**src/hdl/cigp_pkg.sv**
```systemverilog
`default_nettype none

package cigp_pkg;

  // Action codes carried by an input item.
  localparam logic [1:0] ACT_START = 2'd0;
  localparam logic [1:0] ACT_CHAR  = 2'd1;
  localparam logic [1:0] ACT_END   = 2'd2;

  // Characters of the CIGAR alphabet.
  localparam logic [7:0] CH_ZERO = 8'h30;
  localparam logic [7:0] CH_NINE = 8'h39;
  localparam logic [7:0] CH_M    = 8'h4D;
  localparam logic [7:0] CH_D    = 8'h44;
  localparam logic [7:0] CH_I    = 8'h49;
  localparam logic [7:0] CH_S    = 8'h53;
  localparam logic [7:0] CH_N    = 8'h4E;
  localparam logic [7:0] CH_H    = 8'h48;

  // Result kinds.
  localparam logic KIND_TOKEN   = 1'b0;
  localparam logic KIND_SUMMARY = 1'b1;

  typedef enum logic [2:0] {
    OP_M = 3'd0,
    OP_D = 3'd1,
    OP_I = 3'd2,
    OP_S = 3'd3,
    OP_N = 3'd4
  } op_t;

  typedef enum logic [2:0] {
    ST_OK       = 3'd0,
    ST_LEADZERO = 3'd1,
    ST_NOCOUNT  = 3'd2,
    ST_MISMATCH = 3'd3,
    ST_EMPTY    = 3'd4,
    ST_OVERFLOW = 3'd5
  } status_t;

  // One input item.
  typedef struct packed {
    logic [1:0]  action;
    logic [7:0]  ch;
    logic [30:0] position;
    logic [31:0] read_length;
  } item_t;

  // One result item.
  typedef struct packed {
    logic        kind;
    op_t         op_code;
    logic [31:0] op_count;
    logic [30:0] ref_start;
    logic [31:0] ref_end;
    logic [31:0] aligned_length;
    logic [31:0] deletion_length;
    logic [31:0] skipped_length;
    logic [31:0] query_length;
    status_t     status;
    logic        bad_char_seen;
  } result_t;

  typedef struct packed {
    logic hit;
    op_t  op;
  } letter_t;

  // Decode an operation letter that emits a token.
  function automatic letter_t decode_letter(input logic [7:0] c);
    letter_t r;
    r.hit = 1'b1;
    r.op  = OP_M;
    unique case (c)
      CH_M: r.op = OP_M;
      CH_D: r.op = OP_D;
      CH_I: r.op = OP_I;
      CH_S: r.op = OP_S;
      CH_N: r.op = OP_N;
      default: r.hit = 1'b0;
    endcase
    return r;
  endfunction

endpackage

`default_nettype wire

```
**src/hdl/cigp_in_stage.sv**
```systemverilog
`default_nettype none

module cigp_in_stage
  import cigp_pkg::*;
(
  input  wire logic        clk,
  input  wire logic        rst_n,
  input  wire logic        in_valid,
  output logic             in_stall,
  input  wire logic [1:0]  in_action,
  input  wire logic [7:0]  in_ch,
  input  wire logic [30:0] in_position,
  input  wire logic [31:0] in_read_length,
  input  wire logic        advance,
  output logic             s1_valid,
  output item_t            s1_item
);

  logic  s1_valid_r;
  logic  s1_valid_nxt;
  item_t s1_item_r;

  // The register is free when empty or when its item moves on this cycle.
  assign in_stall     = s1_valid_r && !advance;
  assign s1_valid_nxt = in_stall ? s1_valid_r : in_valid;

  always_ff @(posedge clk) begin
    if (!rst_n) begin
      s1_valid_r <= 1'b0;
    end else begin
      s1_valid_r <= s1_valid_nxt;
    end
  end

  // Payload capture on acceptance.
  always_ff @(posedge clk) begin
    if (in_valid && !in_stall) begin
      s1_item_r.action      <= in_action;
      s1_item_r.ch          <= in_ch;
      s1_item_r.position    <= in_position;
      s1_item_r.read_length <= in_read_length;
    end
  end

  assign s1_valid = s1_valid_r;
  assign s1_item  = s1_item_r;

endmodule

`default_nettype wire

```
**src/hdl/cigp_core.sv**
```systemverilog
`default_nettype none

module cigp_core
  import cigp_pkg::*;
#(
  parameter int LENGTH_WIDTH = 32
) (
  input  wire logic  clk,
  input  wire logic  rst_n,
  input  wire logic  fire,
  input  wire item_t item,
  output logic       res_valid,
  output result_t    res
);

  localparam int LW  = LENGTH_WIDTH;
  localparam int AW  = LW + 4;
  localparam int SW  = LW + 2;
  localparam int MW  = (LW > 32) ? LW : 32;
  localparam int EW  = ((SW > 31) ? SW : 31) + 1;
  localparam logic [LW-1:0] LEN_MAX = {LW{1'b1}};
  localparam logic [EW-1:0] END_MAX = EW'({32{1'b1}});

  // Record state.
  logic [LW-1:0] acc_r, acc_nxt;
  logic          present_r, present_nxt;
  status_t       err_r, err_nxt;
  logic [LW-1:0] aligned_r, aligned_nxt;
  logic [LW-1:0] deleted_r, deleted_nxt;
  logic [LW-1:0] skipped_r, skipped_nxt;
  logic [LW-1:0] query_r, query_nxt;
  logic [30:0]   start_r, start_nxt;
  logic [31:0]   expect_r, expect_nxt;
  logic          warn_r, warn_nxt;
  logic          seen_r, seen_nxt;

  // Shared arithmetic on the current state.
  logic [AW-1:0] acc_x10;
  logic          acc_ovf;
  logic          is_digit;
  letter_t       letter;
  logic [LW:0]   add_aligned, add_deleted, add_skipped, add_query;
  logic [SW-1:0] span;
  logic [EW-1:0] end_pos;
  logic [MW-1:0] ext_acc, ext_aligned, ext_deleted, ext_skipped, ext_query, ext_expect;
  status_t       end_status;

  assign is_digit = (item.ch >= CH_ZERO) && (item.ch <= CH_NINE);
  assign letter   = decode_letter(item.ch);

  // Count times ten plus the new digit, as shifts and adds.
  assign acc_x10 = AW'({acc_r, 3'b000}) + AW'({acc_r, 1'b0}) + AW'(item.ch[3:0]);
  assign acc_ovf = |acc_x10[AW-1:LW];

  assign add_aligned = {1'b0, aligned_r} + {1'b0, acc_r};
  assign add_deleted = {1'b0, deleted_r} + {1'b0, acc_r};
  assign add_skipped = {1'b0, skipped_r} + {1'b0, acc_r};
  assign add_query   = {1'b0, query_r} + {1'b0, acc_r};

  // Reference span of the summary.
  assign span    = SW'(aligned_r) + SW'(deleted_r) + SW'(skipped_r);
  assign end_pos = (span != '0) ? (EW'(start_r) + EW'(span) - EW'(1)) : EW'(start_r);

  assign ext_acc     = MW'(acc_r);
  assign ext_aligned = MW'(aligned_r);
  assign ext_deleted = MW'(deleted_r);
  assign ext_skipped = MW'(skipped_r);
  assign ext_query   = MW'(query_r);
  assign ext_expect  = MW'(expect_r);

  always_comb begin
    if (err_r == ST_OK && !seen_r) begin
      end_status = ST_EMPTY;
    end else if (err_r == ST_OK && ext_query != ext_expect) begin
      end_status = ST_MISMATCH;
    end else begin
      end_status = err_r;
    end
  end

  // Next state and result for the item in the input register.
  always_comb begin
    acc_nxt     = acc_r;
    present_nxt = present_r;
    err_nxt     = err_r;
    aligned_nxt = aligned_r;
    deleted_nxt = deleted_r;
    skipped_nxt = skipped_r;
    query_nxt   = query_r;
    start_nxt   = start_r;
    expect_nxt  = expect_r;
    warn_nxt    = warn_r;
    seen_nxt    = seen_r;
    res_valid   = 1'b0;
    res         = '0;
    res.op_code = OP_M;
    res.status  = ST_OK;
    if (fire) begin
      unique case (item.action)
        ACT_START: begin
          acc_nxt     = '0;
          present_nxt = 1'b0;
          err_nxt     = ST_OK;
          aligned_nxt = '0;
          deleted_nxt = '0;
          skipped_nxt = '0;
          query_nxt   = '0;
          warn_nxt    = 1'b0;
          seen_nxt    = 1'b0;
          start_nxt   = item.position;
          expect_nxt  = item.read_length;
        end
        ACT_CHAR: begin
          if (err_r == ST_OK) begin
            seen_nxt = 1'b1;
            if (is_digit) begin
              if (item.ch == CH_ZERO && !present_r) begin
                err_nxt = ST_LEADZERO;
              end else if (acc_ovf) begin
                err_nxt = ST_OVERFLOW;
              end else begin
                acc_nxt     = acc_x10[LW-1:0];
                present_nxt = 1'b1;
              end
            end else if (item.ch == CH_H) begin
              acc_nxt     = '0;
              present_nxt = 1'b0;
            end else if (!letter.hit) begin
              warn_nxt    = 1'b1;
              acc_nxt     = '0;
              present_nxt = 1'b0;
            end else if (!present_r) begin
              err_nxt = ST_NOCOUNT;
            end else begin
              acc_nxt      = '0;
              present_nxt  = 1'b0;
              res_valid    = 1'b1;
              res.kind     = KIND_TOKEN;
              res.op_code  = letter.op;
              res.op_count = ext_acc[31:0];
              // Saturating updates of the sums this letter feeds.
              case (letter.op)
                OP_M: begin
                  aligned_nxt = add_aligned[LW] ? LEN_MAX : add_aligned[LW-1:0];
                  query_nxt   = add_query[LW] ? LEN_MAX : add_query[LW-1:0];
                  if (add_aligned[LW] || add_query[LW]) begin
                    err_nxt = ST_OVERFLOW;
                  end
                end
                OP_D: begin
                  deleted_nxt = add_deleted[LW] ? LEN_MAX : add_deleted[LW-1:0];
                  if (add_deleted[LW]) begin
                    err_nxt = ST_OVERFLOW;
                  end
                end
                OP_N: begin
                  skipped_nxt = add_skipped[LW] ? LEN_MAX : add_skipped[LW-1:0];
                  if (add_skipped[LW]) begin
                    err_nxt = ST_OVERFLOW;
                  end
                end
                default: begin
                  query_nxt = add_query[LW] ? LEN_MAX : add_query[LW-1:0];
                  if (add_query[LW]) begin
                    err_nxt = ST_OVERFLOW;
                  end
                end
              endcase
            end
          end
        end
        ACT_END: begin
          res_valid           = 1'b1;
          res.kind            = KIND_SUMMARY;
          res.ref_start       = start_r;
          res.ref_end         = (end_pos > END_MAX) ? 32'hFFFF_FFFF : end_pos[31:0];
          res.aligned_length  = ext_aligned[31:0];
          res.deletion_length = ext_deleted[31:0];
          res.skipped_length  = ext_skipped[31:0];
          res.query_length    = ext_query[31:0];
          res.status          = end_status;
          res.bad_char_seen   = warn_r;
        end
        default: begin
        end
      endcase
    end
  end

  always_ff @(posedge clk) begin
    if (!rst_n) begin
      acc_r     <= '0;
      present_r <= 1'b0;
      err_r     <= ST_OK;
      aligned_r <= '0;
      deleted_r <= '0;
      skipped_r <= '0;
      query_r   <= '0;
      start_r   <= '0;
      expect_r  <= '0;
      warn_r    <= 1'b0;
      seen_r    <= 1'b0;
    end else begin
      acc_r     <= acc_nxt;
      present_r <= present_nxt;
      err_r     <= err_nxt;
      aligned_r <= aligned_nxt;
      deleted_r <= deleted_nxt;
      skipped_r <= skipped_nxt;
      query_r   <= query_nxt;
      start_r   <= start_nxt;
      expect_r  <= expect_nxt;
      warn_r    <= warn_nxt;
      seen_r    <= seen_nxt;
    end
  end

endmodule

`default_nettype wire

```
**src/hdl/cigp_out_stage.sv**
```systemverilog
`default_nettype none

module cigp_out_stage
  import cigp_pkg::*;
(
  input  wire logic    clk,
  input  wire logic    rst_n,
  input  wire logic    s1_valid,
  input  wire logic    res_valid,
  input  wire result_t res,
  input  wire logic    out_stall,
  output logic         advance,
  output logic         out_valid,
  output result_t      out_res
);

  logic    out_valid_r;
  logic    out_valid_nxt;
  result_t out_res_r;

  // The result register takes a new item when empty or being drained.
  assign advance       = !out_valid_r || !out_stall;
  assign out_valid_nxt = advance ? (s1_valid && res_valid) : out_valid_r;

  always_ff @(posedge clk) begin
    if (!rst_n) begin
      out_valid_r <= 1'b0;
    end else begin
      out_valid_r <= out_valid_nxt;
    end
  end

  always_ff @(posedge clk) begin
    if (advance && s1_valid && res_valid) begin
      out_res_r <= res;
    end
  end

  assign out_valid = out_valid_r;
  assign out_res   = out_res_r;

endmodule

`default_nettype wire

```
**src/hdl/cigar_string_parser.sv**
```systemverilog
// CIGAR text parser.
// Input channel (in_valid / in_stall): one item per accepted cycle. A start
// item loads the mapping position and read length and clears the record; a
// character item carries one CIGAR character; an end item asks for the
// record summary. Output channel (out_valid / out_stall): an operation token
// for each M, D, I, S or N letter that closes a count, and one summary per
// end item. Other items give no result.
// Throughput is one item per cycle while out_stall is low. An accepted item
// waits in the input register, then goes through the single pass of parsing
// logic into the result register. The running sums and the pending count
// update in that same pass, so the next item sees them at once.
// When the receiver holds out_stall, the result register keeps its item,
// the input register fills, and in_stall rises in the same cycle that the
// input register cannot pass its item on.
// Synchronous reset clears both registers' valid flags and all record state,
// as if an empty record had started at position zero with read length zero.
`default_nettype none

module cigar_string_parser
  import cigp_pkg::*;
#(
  parameter int LENGTH_WIDTH = 32
) (
  input  wire logic        clk,
  input  wire logic        rst_n,
  input  wire logic        in_valid,
  output logic             in_stall,
  input  wire logic [1:0]  in_action,
  input  wire logic [7:0]  in_ch,
  input  wire logic [30:0] in_position,
  input  wire logic [31:0] in_read_length,
  output logic             out_valid,
  input  wire logic        out_stall,
  output logic             out_kind,
  output logic [2:0]       out_op_code,
  output logic [31:0]      out_op_count,
  output logic [30:0]      out_ref_start,
  output logic [31:0]      out_ref_end,
  output logic [31:0]      out_aligned_length,
  output logic [31:0]      out_deletion_length,
  output logic [31:0]      out_skipped_length,
  output logic [31:0]      out_query_length,
  output logic [2:0]       out_status,
  output logic             out_bad_char_seen
);

  logic    advance;
  logic    s1_valid;
  item_t   s1_item;
  logic    res_valid;
  result_t res;
  result_t out_res;

  cigp_in_stage u_in_stage (
    .clk            (clk),
    .rst_n          (rst_n),
    .in_valid       (in_valid),
    .in_stall       (in_stall),
    .in_action      (in_action),
    .in_ch          (in_ch),
    .in_position    (in_position),
    .in_read_length (in_read_length),
    .advance        (advance),
    .s1_valid       (s1_valid),
    .s1_item        (s1_item)
  );

  cigp_core #(
    .LENGTH_WIDTH (LENGTH_WIDTH)
  ) u_core (
    .clk       (clk),
    .rst_n     (rst_n),
    .fire      (s1_valid && advance),
    .item      (s1_item),
    .res_valid (res_valid),
    .res       (res)
  );

  cigp_out_stage u_out_stage (
    .clk       (clk),
    .rst_n     (rst_n),
    .s1_valid  (s1_valid),
    .res_valid (res_valid),
    .res       (res),
    .out_stall (out_stall),
    .advance   (advance),
    .out_valid (out_valid),
    .out_res   (out_res)
  );

  // Result fields onto their ports.
  assign out_kind            = out_res.kind;
  assign out_op_code         = out_res.op_code;
  assign out_op_count        = out_res.op_count;
  assign out_ref_start       = out_res.ref_start;
  assign out_ref_end         = out_res.ref_end;
  assign out_aligned_length  = out_res.aligned_length;
  assign out_deletion_length = out_res.deletion_length;
  assign out_skipped_length  = out_res.skipped_length;
  assign out_query_length    = out_res.query_length;
  assign out_status          = out_res.status;
  assign out_bad_char_seen   = out_res.bad_char_seen;

endmodule

`default_nettype wire

```
**config.mk**
```make
export PLATFORM = sky130hd
export DESIGN_NAME = cigar_string_parser
export DESIGN_NICKNAME = d
export VERILOG_FILES = /design/src/hdl/cigp_pkg.sv /design/src/hdl/cigp_in_stage.sv /design/src/hdl/cigp_core.sv /design/src/hdl/cigp_out_stage.sv /design/src/hdl/cigar_string_parser.sv
export SDC_FILE = /design/constraint.sdc
export NUM_CORES = 1
export LEC_CHECK = 0
export ABC_AREA = 1
export BUFFER_PORTS_ARGS = -buffer_cell sky130_fd_sc_hd__buf_2
export CAP_MARGIN = 40
export CORE_ASPECT_RATIO = 1.4
export CORE_MARGIN = 2
export CORE_UTILIZATION = 33
export CTS_BUF_LIST = sky130_fd_sc_hd__clkbuf_4
export DETAILED_ROUTE_END_ITERATION = 8
export SYNTH_ARGS = -nofsm -noshare
export SYNTH_HDL_FRONTEND = slang
export SYNTH_HIERARCHICAL = 1
export SYNTH_SLANG_ARGS = --single-unit
```
**constraint.sdc**
```tcl
create_clock -name clk -period 35.6 [get_ports clk]
set_input_delay 0 -clock clk [delete_from_list [all_inputs] [get_ports clk]]
set_output_delay 0 -clock clk [all_outputs]
set_load 0.01 [all_outputs]
```
==> metrics.cfg <==
[floorplanning]
die_x_um=283
num_io_pins=310
start_util_pct=33.3
std_cell_rows=143
die_h_um=395
core_mm2=0.108
die-area_mm2=0.112

[sta]
rsz0062_at_grt=no
hold_viol_final=0
skew_ns=0.108
max_slew_margin_pct=1.85
fmax_mhz=176
worst_pin_slew_ns=1.47
finalSetupTns_ns=0
finalSetupViolCount=0
min_period_ns=5.69
layout_setup_ws_ns=29.91
fin_hold_ws_ns=0.125
finalCritPeriodShare_pct=16.0
slew_viol_final=0

[cells_and_area]
syn_to_final_growth_pct=19.6
drive_gt1_share_pct=12.0
fin_util_pct=39.8
nFillCells=11500
nets=5812

[global_route]
grt-ovfl-total=0
grt_pass1_wl_um=211000
grt_util_all_layers_pct=25.0
grt_pass1_vias=34600
grt_start_max_net_pins=154
antenna_found_initial=6

[route]
wl_um=143000
antenna_left=0
drc=0
first_pass_iters=5
vias=34700
via_per_inst=4.97
drtIter0Drc=2449
post_drt_wl_per_cell_um=20.5

[worst_hold_path]
whs_path_depth=3
hp-class=in -> reg

[power]
intPower_mw=1.03
comb_power_share_pct=13.2
pwr-share-clk_pct=40.3
power_leakage_nw=20.4
p_seq_share_pct=46.6
switching_share_pct=29.5
power.density_mw_per_mm2=33.7
power_switching_uw=428
ir_drop_v=0.0000247

[setup_path]
cp.arrival_ns=6.49
required_ns=36.40
start_kind=register
worstSetupEndpointType=register
worstSetupPathType=reg -> reg
reg2reg_depth=27
critPathMaxFanout=32

[logic_synthesis]
synth_seq_cells=535
synth_ff_type=edfxtp_1
synth.avg_cell_area_um2=7.45
synth_cells=4842
synth_area_mm2=0.0361
yosys.cell_types.count=55
synth_edf_count=304
syn-num-nets=5249
ys_seq_area_share_pct=38.1
ys_warn_count=6
synthArstFlopShare_pct=0

[placed_design]
place_hpwl_um=109000
gp_congestion=1.01
io_buffer_count=309
dp_slack_ns=29.90

[clock_network]
hold_buffers=174
clk_path_buf_depth=3
cts-root-buf=clkbuf_4
postCtsSetupBuffers=0
cts_buffers=149
cts_tree=built
post_cts_resized=0
htreeDepth=4
clock-sinks=535
cts.clk_slew.worst_paths_ns=0.06
clock_latency_ns=1.15

[run_status]
outcome=finished clean

[run]
max_cap_violations=0

## per-layer routing
| layer | vias up | wire [um] | part of all wire [%] | track usage [%] |
|---|---|---|---|---|
| met3 | 436 | 7410 | 5.2 | 4.09 |
| met1 | 16000 | 53300 | 37 | 26.6 |
| li1 | 17000 | - | - | - |
| met2 | 1220 | 68800 | 48 | 43.4 |
| met4 | 8 | 13200 | 9.2 | 20.9 |
| met5 | - | 60 | 0.042 | 0 |
## through the flow
| step | instance area [um^2] | std cells | total power, mW |
|---|---|---|---|
| 2_1_floorplan | 36100 | 4842 | 0.803 |
| 3_3_place_gp | 39300 | 6521 | 0.864 |
| 3_5_place_dp | 39500 | 6530 | 0.866 |
| 4_1_cts | 43100 | 6976 | 1.48 |
| 5_1_grt | 43100 | 6977 | 1.53 |
| 6_report | 43100 | 6978 | 1.45 |
## power by group through the flow
stage               sequential (mW)  combinational (mW)  clock [mW]
finish                        0.677               0.191       0.585
CTS                           0.677               0.190       0.609
detailed placement            0.691               0.175           0
global placement              0.692               0.172           0
floorplan                     0.683               0.120           0
global route                  0.678               0.211       0.638
## cell usage after synthesis (10+ instances only)
library cell,n,area [um^2]
nand4_1,55,344
a21o_1,29,218
or2_2,16,100
nor2_1,581,2180
o211ai_1,15,113
nand3_1,203,1020
nand2_1,1110,4170
o21a_1,11,82.6
nor3_1,56,280
a21boi_0,26,195
a21oi_1,444,2220
nand2_2,10,62.6
fa_1,40,801
xor2_1,73,639
o21ai_0,272,1360
clkbuf_1,84,315
edfxtp_1,304,9130
inv_1,751,2820
o21bai_1,28,210
xnor2_1,61,534
buf_2,18,90.1
ha_1,290,3630
a31oi_1,18,113
dfxtp_1,231,4620
nor4_1,14,87.6
inv_2,10,37.5
nand3b_1,19,143
## cell usage in the layout (no fill, tap or decap), types with 6 or more instances in the layout
master | synthesis | final
a211oi_1 | 9 | 9
a21boi_0 | 26 | 26
a21o_1 | 29 | 29
a21oi_1 | 444 | 442
a31oi_1 | 18 | 18
buf_2 | 18 | 308
buf_4 | 1 | 33
buf_8 | 0 | 6
clkbuf_4 | 0 | 220
clkinv_1 | 2 | 26
clkinv_2 | 0 | 15
clkinvlp_4 | 0 | 6
dfxtp_1 | 231 | 231
dlygate4sd3_1 | 0 | 174
edfxtp_1 | 304 | 304
fa_1 | 40 | 40
ha_1 | 290 | 290
inv_1 | 751 | 751
inv_2 | 10 | 10
nand2_1 | 1110 | 1108
nand2_2 | 10 | 10
nand3_1 | 203 | 203
nand3b_1 | 19 | 19
nand4_1 | 55 | 55
nor2_1 | 581 | 580
nor3_1 | 56 | 56
nor4_1 | 14 | 14
o211ai_1 | 15 | 15
o21a_1 | 11 | 11
o21ai_0 | 272 | 272
o21ai_1 | 9 | 7
o21bai_1 | 28 | 28
or2_2 | 16 | 16
xnor2_1 | 61 | 61
xor2_1 | 73 | 73
## sequential cells by signal (all words and copies together) (netlist names)
| name | cells |
|---|---|
| u_core/deleted_r | 32 |
| u_core/start_r | 31 |
| u_core/aligned_r | 32 |
| u_core/ext_query | 32 |
| u_core/ext_skipped | 32 |
| u_core/expect_r | 32 |
| u_core/warn_r | 1 |
| u_core/err_r | 3 |
| u_core/present_r | 1 |
| u_core/seen_r | 1 |
| u_core/acc_r | 32 |
| u_out_stage/out_res | 231 |
| u_in_stage/s1_item | 73 |
| u_out_stage/out_valid | 1 |
| u_in_stage/s1_valid | 1 |
## cells by family after synthesis
| kind of cell | count (synthesis) | synth area share [%] |
|---|---|---|
| buffers and inverters | 876 | 9.31 |
| adder cells (fa/ha/maj) | 330 | 12.3 |
| AND/OR/NAND/NOR | 2090 | 23.8 |
| AO/OA/AOI/OAI | 877 | 13.2 |
| XOR/XNOR | 134 | 3.25 |
| flip-flops | 535 | 38.1 |
## critical path, stage by stage (launching register included)
cell and delay [ns]:
dfxtp_1 0.63, fa_1 0.49, ha_1 0.39, nand2_1 0.16, inv_1 0.05, nand2_1 0.06, nand2_1 0.07, a21oi_1 0.25
inv_1 0.11, a21oi_1 0.18, nand2_1 0.09, nand3_1 0.07, nand2_1 0.06, xor2_1 0.24, ha_1 0.35, nand4_1 0.12
nor2_1 0.09, nand2_1 0.06, nor2_1 0.10, nand3_1 0.09, nor2_1 0.14, nand3_1 0.09, nor2_1 0.12, nand3_2 0.58
nand2_4 0.59, nand2_1 0.10, nand2_1 0.07, inv_1 0.04
## layout make-up
class                      count  area [um^2]  area share, %
multi-input combinational   3431        19000           44.1
clock buffer                 220         1650           3.83
sequential                   535        13800           31.9
clock inverter                52          288          0.667
timing repair buffer         525         3720           8.63
tap                         1450         1810           4.21
inverter                     763         2870           6.65
antenna                        2         5.00         0.0116
## path summary, 6_finish.rpt
kind                                                   startpoint                                 end  slack (ns)
worst min-delay path                                 in_action[1]    u_in_stage/s1_item[72]$_DFFE_PP_        0.12
worst max-delay path            u_core/aligned_r[21]$_SDFFE_PN0P_  u_out_stage/out_res[146]$_DFFE_PP_       29.91
worst min register to register       u_core/err_r[0]$_SDFFE_PN0P_        u_core/err_r[0]$_SDFFE_PN0P_        0.46
worst max register to register  u_core/aligned_r[21]$_SDFFE_PN0P_  u_out_stage/out_res[146]$_DFFE_PP_       29.91
Power figures use the tool's default switching activity.
